File: src/design/csi_ksp_pkg.sv
package csi_ksp_pkg;

    localparam logic [7:0] ByteEsc   = 8'h1B;
    localparam logic [7:0] ByteLbrk  = 8'h5B;  // '['
    localparam logic [7:0] ByteColon = 8'h3A;
    localparam logic [7:0] ByteSemi  = 8'h3B;
    localparam logic [7:0] ByteZero  = 8'h30;
    localparam logic [7:0] ByteNine  = 8'h39;
    localparam logic [7:0] ByteTermU = 8'h75;  // 'u'

    localparam logic [2:0] PosMax   = 3'd7;
    localparam logic [2:0] PosBody  = 3'd2;
    localparam logic [2:0] PosMinOk = 3'd3;
    localparam logic [1:0] FieldMax = 2'd2;
    localparam logic [1:0] FieldKey = 2'd0;
    localparam logic [1:0] FieldMod = 2'd1;

    localparam logic [1:0] KindPress   = 2'd1;
    localparam logic [1:0] KindRelease = 2'd3;

    localparam int DataWidth = 48;

    typedef struct packed {
        logic [1:0]  event_kind;
        logic [7:0]  modifier_bits;
        logic [31:0] key_code;
    } key_result_t;

    // fixed key codes for the functional-key terminators
    function automatic logic [31:0] term_code(input logic [7:0] b);
        logic [31:0] code;
        case (b)
            8'h41:   code = 32'd57417;  // A
            8'h42:   code = 32'd57420;  // B
            8'h43:   code = 32'd57421;  // C
            8'h44:   code = 32'd57419;  // D
            8'h48:   code = 32'd57423;  // H
            8'h46:   code = 32'd57424;  // F
            8'h50:   code = 32'd57364;  // P
            8'h51:   code = 32'd57365;  // Q
            8'h52:   code = 32'd57366;  // R
            8'h53:   code = 32'd57367;  // S
            default: code = 32'd0;
        endcase
        return code;
    endfunction

    function automatic logic is_func_term(input logic [7:0] b);
        return ((b >= 8'h41) && (b <= 8'h48)) || ((b >= 8'h50) && (b <= 8'h53));
    endfunction

endpackage

File: src/design/csi_key_sequence_parser_unit.sv
// a final byte goes into the input register, then parse logic loads the result register,
// which drives m_tvalid; a stalled result stage holds the byte in the input register
// throughput: one byte per cycle while the result stage is not stalled,
// set by the single decimal accumulate per byte
// non-final bytes produce no result transaction
// reset (aresetn low, synchronous): both stages empty, parser state cleared
module csi_key_sequence_parser_unit (
    input  logic                              aclk,
    input  logic                              aresetn,
    input  logic                              s_tvalid,
    output logic                              s_tready,
    input  logic [7:0]                        s_tdata,   // data_byte
    input  logic                              s_tlast,   // final_byte
    output logic                              m_tvalid,
    input  logic                              m_tready,
    output logic [csi_ksp_pkg::DataWidth-1:0] m_tdata,   // key_code, modifier_bits, event_kind
    output logic                              m_tuser    // seq_valid
);
    import csi_ksp_pkg::*;

    logic        in_valid_reg;
    logic [7:0]  in_byte_reg;
    logic        in_last_reg;

    logic [2:0]  pos_reg, pos_next;
    logic        hdr_ok_reg, hdr_ok_next;
    logic [1:0]  field_reg, field_next;
    logic [31:0] first_reg, first_next;
    logic [31:0] mod_reg, mod_next;
    logic [31:0] sub_reg, sub_next;
    logic        has_sub_reg, has_sub_next;
    logic        in_sub_reg, in_sub_next;

    logic        out_valid_reg;
    logic        out_ok_reg, out_ok_next;
    key_result_t out_res_reg, out_res_next;

    logic        out_ready;
    logic        proc_fire;
    logic        is_digit;
    logic [31:0] acc_src;
    logic [31:0] acc_val;
    logic [7:0]  sub_low;

    assign out_ready = !out_valid_reg || m_tready;
    assign s_tready  = !in_valid_reg || out_ready;
    assign proc_fire = in_valid_reg && out_ready;

    assign is_digit = (in_byte_reg >= ByteZero) && (in_byte_reg <= ByteNine);
    assign sub_low  = sub_reg[7:0];

    // one shared times-ten accumulate, source picked by the sub-parameter flag, then the current field
    always_comb begin
        if (in_sub_reg) begin
            acc_src = sub_reg;
        end else if (field_reg == FieldKey) begin
            acc_src = first_reg;
        end else begin
            acc_src = mod_reg;
        end
        acc_val = (acc_src << 3) + (acc_src << 1) + {28'd0, in_byte_reg[3:0]};
    end

    always_comb begin
        pos_next     = pos_reg;
        hdr_ok_next  = hdr_ok_reg;
        field_next   = field_reg;
        first_next   = first_reg;
        mod_next     = mod_reg;
        sub_next     = sub_reg;
        has_sub_next = has_sub_reg;
        in_sub_next  = in_sub_reg;
        out_ok_next  = 1'b0;
        out_res_next = '0;

        if ((pos_reg == 3'd0) && (in_byte_reg != ByteEsc)) begin
            hdr_ok_next = 1'b0;
        end
        if ((pos_reg == 3'd1) && (in_byte_reg != ByteLbrk)) begin
            hdr_ok_next = 1'b0;
        end

        if (!in_last_reg) begin
            if (pos_reg >= PosBody) begin
                if (is_digit) begin
                    if (in_sub_reg) begin
                        if (field_reg == FieldMod) begin
                            sub_next = acc_val;
                        end
                    end else if (field_reg == FieldKey) begin
                        first_next = acc_val;
                    end else if (field_reg == FieldMod) begin
                        mod_next = acc_val;
                    end
                end else if (in_byte_reg == ByteColon) begin
                    if (field_reg == FieldMod) begin
                        has_sub_next = 1'b1;
                    end
                    in_sub_next = 1'b1;
                end else if (in_byte_reg == ByteSemi) begin
                    if (field_reg < FieldMax) begin
                        field_next = field_reg + 2'd1;
                    end
                    in_sub_next = 1'b0;
                end
            end
            if (pos_reg < PosMax) begin
                pos_next = pos_reg + 3'd1;
            end
        end else begin
            out_ok_next = (pos_reg >= PosMinOk) && hdr_ok_next &&
                          ((in_byte_reg == ByteTermU) || is_func_term(in_byte_reg));
            if (out_ok_next) begin
                out_res_next.key_code   = (in_byte_reg == ByteTermU) ? first_reg
                                                                    : term_code(in_byte_reg);
                out_res_next.event_kind = KindPress;
                if (field_reg >= FieldMod) begin
                    if (mod_reg != 32'd0) begin
                        out_res_next.modifier_bits = mod_reg[7:0] - 8'd1;
                    end
                    if (has_sub_reg && (sub_low >= {6'd0, KindPress}) &&
                        (sub_low <= {6'd0, KindRelease})) begin
                        out_res_next.event_kind = sub_low[1:0];
                    end
                end
            end
            // back to reset state for the next sequence
            pos_next     = 3'd0;
            hdr_ok_next  = 1'b1;
            field_next   = FieldKey;
            first_next   = '0;
            mod_next     = '0;
            sub_next     = '0;
            has_sub_next = 1'b0;
            in_sub_next  = 1'b0;
        end
    end

    always_ff @(posedge aclk) begin
        if (!aresetn) begin
            in_valid_reg  <= 1'b0;
            out_valid_reg <= 1'b0;
            pos_reg       <= 3'd0;
            hdr_ok_reg    <= 1'b1;
            field_reg     <= FieldKey;
            first_reg     <= '0;
            mod_reg       <= '0;
            sub_reg       <= '0;
            has_sub_reg   <= 1'b0;
            in_sub_reg    <= 1'b0;
        end else begin
            if (s_tready) begin
                in_valid_reg <= s_tvalid;
            end
            if (out_ready) begin
                out_valid_reg <= proc_fire && in_last_reg;
            end
            if (proc_fire) begin
                pos_reg     <= pos_next;
                hdr_ok_reg  <= hdr_ok_next;
                field_reg   <= field_next;
                first_reg   <= first_next;
                mod_reg     <= mod_next;
                sub_reg     <= sub_next;
                has_sub_reg <= has_sub_next;
                in_sub_reg  <= in_sub_next;
            end
        end
    end

    always_ff @(posedge aclk) begin
        if (s_tready && s_tvalid) begin
            in_byte_reg <= s_tdata;
            in_last_reg <= s_tlast;
        end
        if (proc_fire && in_last_reg) begin
            out_ok_reg  <= out_ok_next;
            out_res_reg <= out_res_next;
        end
    end

    assign m_tvalid = out_valid_reg;
    assign m_tuser  = out_ok_reg;
    assign m_tdata  = {{(DataWidth - $bits(key_result_t)){1'b0}}, out_res_reg};

    a_reject_zero: assert property (@(posedge aclk) disable iff (!aresetn)
        (m_tvalid && !m_tuser) |-> (m_tdata == '0))
        else $error("rejected sequence carries nonzero fields");

    a_kind_nonzero: assert property (@(posedge aclk) disable iff (!aresetn)
        (m_tvalid && m_tuser) |-> (m_tdata[41:40] != 2'd0))
        else $error("accepted sequence with zero event kind");

    a_state_cleared: assert property (@(posedge aclk) disable iff (!aresetn)
        (proc_fire && in_last_reg) |=> ((pos_reg == 3'd0) && (field_reg == FieldKey) &&
                                        hdr_ok_reg && !in_sub_reg && !has_sub_reg))
        else $error("parser state not cleared after final byte");

    a_empty_ready: assert property (@(posedge aclk) disable iff (!aresetn)
        !m_tvalid |-> s_tready)
        else $error("input stalled while result stage is empty");

endmodule

File: config.mk
export PLATFORM = sky130hd
export DESIGN_NAME = csi_key_sequence_parser_unit
export DESIGN_NICKNAME = d
export VERILOG_FILES = /design/src/design/csi_ksp_pkg.sv /design/src/design/csi_key_sequence_parser_unit.sv
export SDC_FILE = /design/constraint.sdc
export NUM_CORES = 1
export LEC_CHECK = 0
export ABC_AREA = 1
export BUFFER_PORTS_ARGS = -buffer_cell sky130_fd_sc_hd__buf_2
export CAP_MARGIN = 40
export CORE_AREA = 3 3 183 185
export CTS_CLUSTER_DIAMETER = 150
export DETAILED_ROUTE_END_ITERATION = 7
export DIE_AREA = 0 0 186 188
export GPL_TIMING_DRIVEN = 1
export PLACE_DENSITY = 0.51
export SETUP_SLACK_MARGIN = 0.3
export SLEW_MARGIN = 5
export SYNTH_ARGS = -nofsm -noshare
export SYNTH_HDL_FRONTEND = slang
export SYNTH_SLANG_ARGS = --single-unit
File: constraint.sdc
create_clock -name aclk -period 4.41 [get_ports aclk]
set_input_delay 0.441 -clock aclk [delete_from_list [all_inputs] [get_ports aclk]]
set_output_delay 0.441 -clock aclk [all_outputs]
set_load 0.05 [all_outputs]
# Word level (Yosys, flattened, before mapping)
# Index checks and enable logic that the tools add are counted.
word_totals:
  word_cells: 140
  regBits: 157
  output_inout_bits: 51
classes:
  n_reduce_logical: 41
  n_eq_ne: 21
  order_cmp: 13
  add_sub_neg: 5
  mux: 43
op_table:
  columns: ["operator", "count"]
  rows:
  - ["two-way mux 32 bit", 12]
  - ["two-way mux 31 bit", 6]
  - ["one-hot mux 16 bit (10 select lines)", 1]
  - ["== test 8 x 7 -> 1 bit (second input constant)", 11]
  - ["adder 32 bit", 1]
  - ["adder 32 x 4 -> 32 bit", 1]
  - ["nonzero test 32 bit", 1]
  - ["nonzero test 2 bit", 9]
  - ["== test 8 x 6 -> 1 bit (second input constant)", 2]
  - [">= comparator 8 x 7 -> 1 bit (second input constant)", 2]
  - ["less-or-equal comparator 8 x 7 -> 1 bit (second input constant)", 2]
  - ["AND reduction 5 bit", 3]
  - ["two-way mux 1 bit", 14]
  - ["logical AND 1 bit", 12]
  - ["two-way mux 2 bit", 6]
  - ["AND reduction 4 bit", 3]
  - ["AND reduction 6 bit", 2]
  - ["two-way mux 9 bit", 1]
  - [">= comparator 8 x 1 -> 1 bit (second input constant)", 1]
  - [">= comparator 8 x 6 -> 1 bit (second input constant)", 1]
  - ["less-or-equal comparator 8 x 2 -> 1 bit (second input constant)", 1]
  - ["less-or-equal comparator 8 x 6 -> 1 bit (second input constant)", 1]
  - ["two-way mux 8 bit", 1]
  - ["inequality test 2 bit (second input constant)", 4]
  - ["18 further kinds", 25]

# Longest topological paths before layout
depth:
  ltp_word: 11
  mapped_depth: 22
  depth_no_buf: 21

# Worst setup path before layout
# Ideal clock, no wire load.
synth_path:
  path_kind: "flip-flop to flip-flop"
  start: "register out_valid_reg, in the netlist m_tvalid"
  end: "register sub_reg[2]"
  setup_slack_ns: 0.750
  stages_incl_launch_ff: 11
  t_arrival_ns: 3.544
  cell_sequence: "dfxtp_1 nand2_1 nand2_2 nor2_1 inv_2 o21ai_4 nand2_2 buf_6 buf_6 nor2_2 nor2_1"
synth_between:
  elab_chain_cells: 4
synth_rtl:
  columns: ["element", "line_no", "text"]
  rows:
  - ["start: declaration", "csi_key_sequence_parser_unit.sv:34", "logic out_valid_reg;"]
  - ["start signal: assignment", "csi_key_sequence_parser_unit.sv:156", "out_valid_reg <= proc_fire && in_last_reg;"]
  - ["zero test 1 bit", "csi_key_sequence_parser_unit.sv:45", "assign out_ready = !out_valid_reg || m_tready;"]
  - ["logical OR 1 bit", "csi_key_sequence_parser_unit.sv:45", null]
  - ["logical AND 1 bit", "csi_key_sequence_parser_unit.sv:47", "assign proc_fire = in_valid_reg && out_ready;"]
  - ["AND reduction 5 bit (no line)", null, null]
  - ["end signal: assignment", "csi_key_sequence_parser_unit.sv:164", "sub_reg <= sub_next;"]
  - ["end: declaration", "csi_key_sequence_parser_unit.sv:30", "logic [31:0] sub_reg, sub_next;"]
# No other way between the ends.
# A chain may end at the register's enable or synchronous reset.

# Worst setup path after layout
layout_path:
  start: "register field_reg[0]"
  end: "register sub_reg[21]"
layout_between:
  elab_chain_cells: 10
layout_rtl:
  columns: ["element", "line_no", "text"]
  rows:
  - ["start: declaration", "csi_key_sequence_parser_unit.sv:27", "logic [1:0] field_reg, field_next;"]
  - ["start signal: assignment", "csi_key_sequence_parser_unit.sv:145", "field_reg <= FieldKey;"]
  - ["start signal: assignment", "csi_key_sequence_parser_unit.sv:161", "field_reg <= field_next;"]
  - ["zero test 2 bit", "csi_key_sequence_parser_unit.sv:56", "end else if (field_reg == FieldKey) begin"]
  - ["two-way mux 31 bit", "csi_key_sequence_parser_unit.sv:56", null]
  - ["two-way mux 31 bit", "csi_key_sequence_parser_unit.sv:54", "if (in_sub_reg) begin"]
  - ["adder 32 bit", "csi_key_sequence_parser_unit.sv:61", "acc_val = (acc_src << 3) + (acc_src << 1) + {28'd0, in_byte_reg[3:0]};"]
  - ["adder 32 x 4 -> 32 bit", "csi_key_sequence_parser_unit.sv:61", null]
  - ["two-way mux 32 bit", null, null]
  - ["two-way mux 31 bit", "csi_key_sequence_parser_unit.sv:86", "if (in_sub_reg) begin"]
  - ["two-way mux 31 bit", "csi_key_sequence_parser_unit.sv:85", "if (is_digit) begin"]
  - ["two-way mux 31 bit", "csi_key_sequence_parser_unit.sv:84", "if (pos_reg >= PosBody) begin"]
  - ["two-way mux 31 bit", "csi_key_sequence_parser_unit.sv:83", "if (!in_last_reg) begin"]
# Several ways; a longest one is shown, not always the timed one. The select of a mux whose other input is x is not followed.

==> impl_metrics.py <==
metrics = {
    "status": {
        "outcome": "complete, no violations",
    },
    "finish": {
        "synthToLayoutAreaGrowth_pct": 12.0,
        "layout_commonest_cell": "nand2_1",
        "n_antenna_cell": 0,
        "nNetsFinal": 1513,
        "final_cell_mix": "nand2_1, inv_1, nor2_1, dfxtp_1, a21oi_1",
        "layout.cells.non_filler": 1851,
        "drive_gt1_share_pct": 11.8,
        "largest_reg_flops": 42,
    },
    "setup_path": {
        "critPathArrivalTime_ns": 4.17,
        "critical_path.cell_chain": "inv_1 -> ha_1 -> nor2_1 -> clkinvlp_4 -> buf_4 -> o221ai_1 -> ha_1 -> ha_1 -> nand2_1 -> inv_1 -> nand2_1 -> nor2_1 -> nand4_1 -> nand3_1 -> nand2_1 -> nand3_1 -> a21oi_1",
        "cp.required_ns": 4.71,
        "critPathLaunchType": "flip-flop",
        "crit_fanout": 6,
        "critPathSlowestCell": "o221ai_1",
        "timing.rr.start": "field_reg[0]",
        "crit_family": "simple AND/OR/NAND/NOR gates",
        "cp_slowest_stage_delay_ns": 0.44,
        "path_class": "flip-flop to flip-flop",
        "cp-end-kind": "flip-flop",
        "cp.buffers_inverters": 4,
        "critPathLaunch": "field_reg[0]",
    },
    "pwr": {
        "p_per_area_mw_per_mm2": 316,
        "p_leak_nw": 5.42,
        "peakVddDrop_v": 0.000234,
        "finalPower_mw": 3.50,
    },
    "die": {
        "dieWidth_um": 186,
        "fp.coreArea_mm2": 0.0322,
        "start_util_pct": 30.8,
        "die_area_mm2": 0.0350,
        "rows": 66,
        "die_y_um": 188,
        "io_pins": 64,
    },
    "cts": {
        "clkLatencyLatePin_ns": 0.44,
        "cts.path.max_buffers": 2,
        "cts_tree": "done",
        "cts_sinks": 157,
        "root_buffer": "clkbuf_16",
        "cts_made_buffers": 17,
        "clk_pin_slew_ns": 0.07,
        "h-tree-depth": 4,
    },
    "flow_run": {
        "max_cap_violations": 0,
    },
    "synth": {
        "ys_seq_area_share_pct": 37.0,
        "synthFlopType": "dfxtp_1",
        "async_flop_share_pct": 0,
        "synth_edf_count": 52,
        "ys_seq_elements": 157,
        "synth.distinct_cells": 54,
        "syn_area_mm2": 0.00991,
        "synth_warnings": 0,
        "synth_cells": 1387,
        "syn_area_per_cell_um2": 7.15,
    },
    "route": {
        "wl_per_cell_um": 16.1,
        "dr.pass1.iters": 5,
        "route.detailed.drc": 0,
        "vias": 8844,
        "drt-total-wl_um": 29800,
        "viasPerCell": 4.78,
        "detail-route-antenna-nets": 0,
        "drt_iter0_drc": 758,
    },
    "timing": {
        "relSlewSlack_pct": 40.5,
        "setup_viol": 0,
        "finalHoldViolCount": 0,
        "slew_violations": 0,
        "setup_ws_ns": 0.535,
        "rsz0062_at_grt": "no",
        "fin_crit_sh_pct": 87.9,
        "fin_crit_ns": 3.87,
        "tns_ns": 0,
        "fin_worst_skew_ns": 0.0136,
        "worst_pin_slew_ns": 0.893,
        "fmax_mhz": 258,
    },
    "placed_design": {
        "dp_hpwl_um": 21900,
        "place_ws_ns": 0.630,
        "place.gp.congestion": 0.867,
        "numPortBuffers": 57,
        "place_inst": 1816,
    },
    "global_routing": {
        "grt_start_max_net_pins": 62,
        "antenna_found_initial": 0,
        "grt_pass1_vias": 8514,
        "groute.usage.overall_pct": 17.3,
        "grt_pass1_wl_um": 47000,
        "grt-ovfl-total": 0,
    },
    "worst_hold_path": {
        "min_from": "s_tdata[1]",
        "hp-class": "input pin to flip-flop",
    },
}
-- report_power, final --
group	internal, mW	switching, mW
sequential	1.54	0.0417
clock	0.730	0.665
combinational	0.159	0.363
total	2.43	1.07
-- layer usage --
layer  global-route usage [%]  vias to the layer above  part of all wire, %
li1                         -                     4536                    -
met1                     23.8                     4057                   47
met2                     28.5                      219                   46
met3                     2.35                       32                  4.7
met4                     4.47                        0                  1.6
met5                        0                        -                    0
-- cell families after synthesis --
logic type	Yosys count	synth area share, %
other	1	0.0378
adders and majority gates	70	8.99
xor gates and xnor gates	6	0.530
buffers and inverters	269	11.8
AOI/OAI and AO/OA	222	13.4
DFF	157	37.0
and+or+nand+nor	662	28.3
-- cells in the mapped netlist, drive strengths merged, types with 5 or more instances --
cell type  count  area, um^2
dfxtp        105        2100
nor4           8        50.1
clkbuf        17        63.8
nand4         12        75.1
o221ai         7        61.3
nand3b         5        37.5
a22oi         15         113
ha            68         851
a21oi        100         568
nand3         72         370
nand2        363        1400
nor2         179         722
inv          217         820
buf           35         285
o21ai         76         395
edfxtp        52        1560
nor3          11        70.1
-- layout make-up --
type | count | area [um^2]
sequential | 157 | 3660
clock inverter | 14 | 114
multi-input combinational | 966 | 5120
fill | 3492 | 21100
tap | 408 | 510
inverter | 217 | 823
timing repair buffer | 71 | 438
clock buffer | 18 | 429
-- metrics by stage --
step	utilization, %	cell area [um^2]	hold slack (ns)
2_1_floorplan	-	9930	0.429
3_3_place_gp	32.4	10400	0.471
3_5_place_dp	32.6	10500	0.494
4_1_cts	34.3	11100	0.157
5_1_grt	34.5	11100	0.160
6_report	34.5	11100	0.178
-- final timing paths --
kind / end / slack, ns / cells after the start
setup / recovery: sub_reg[21] / 0.54 / 17
hold / removal: in_byte_reg[1] / 0.18 / 1
setup reg to reg: sub_reg[21] / 0.54 / 17
hold reg to reg: sub_reg[11] / 0.51 / 2
-- what timing repair did --
action,in CTS,in global routing
setup buffers,0,3
gates resized for setup,0,4
hold buffers,0,0
endpoints found under the setup margin,0,2
Note: power is estimated with default switching activity, not from simulation.
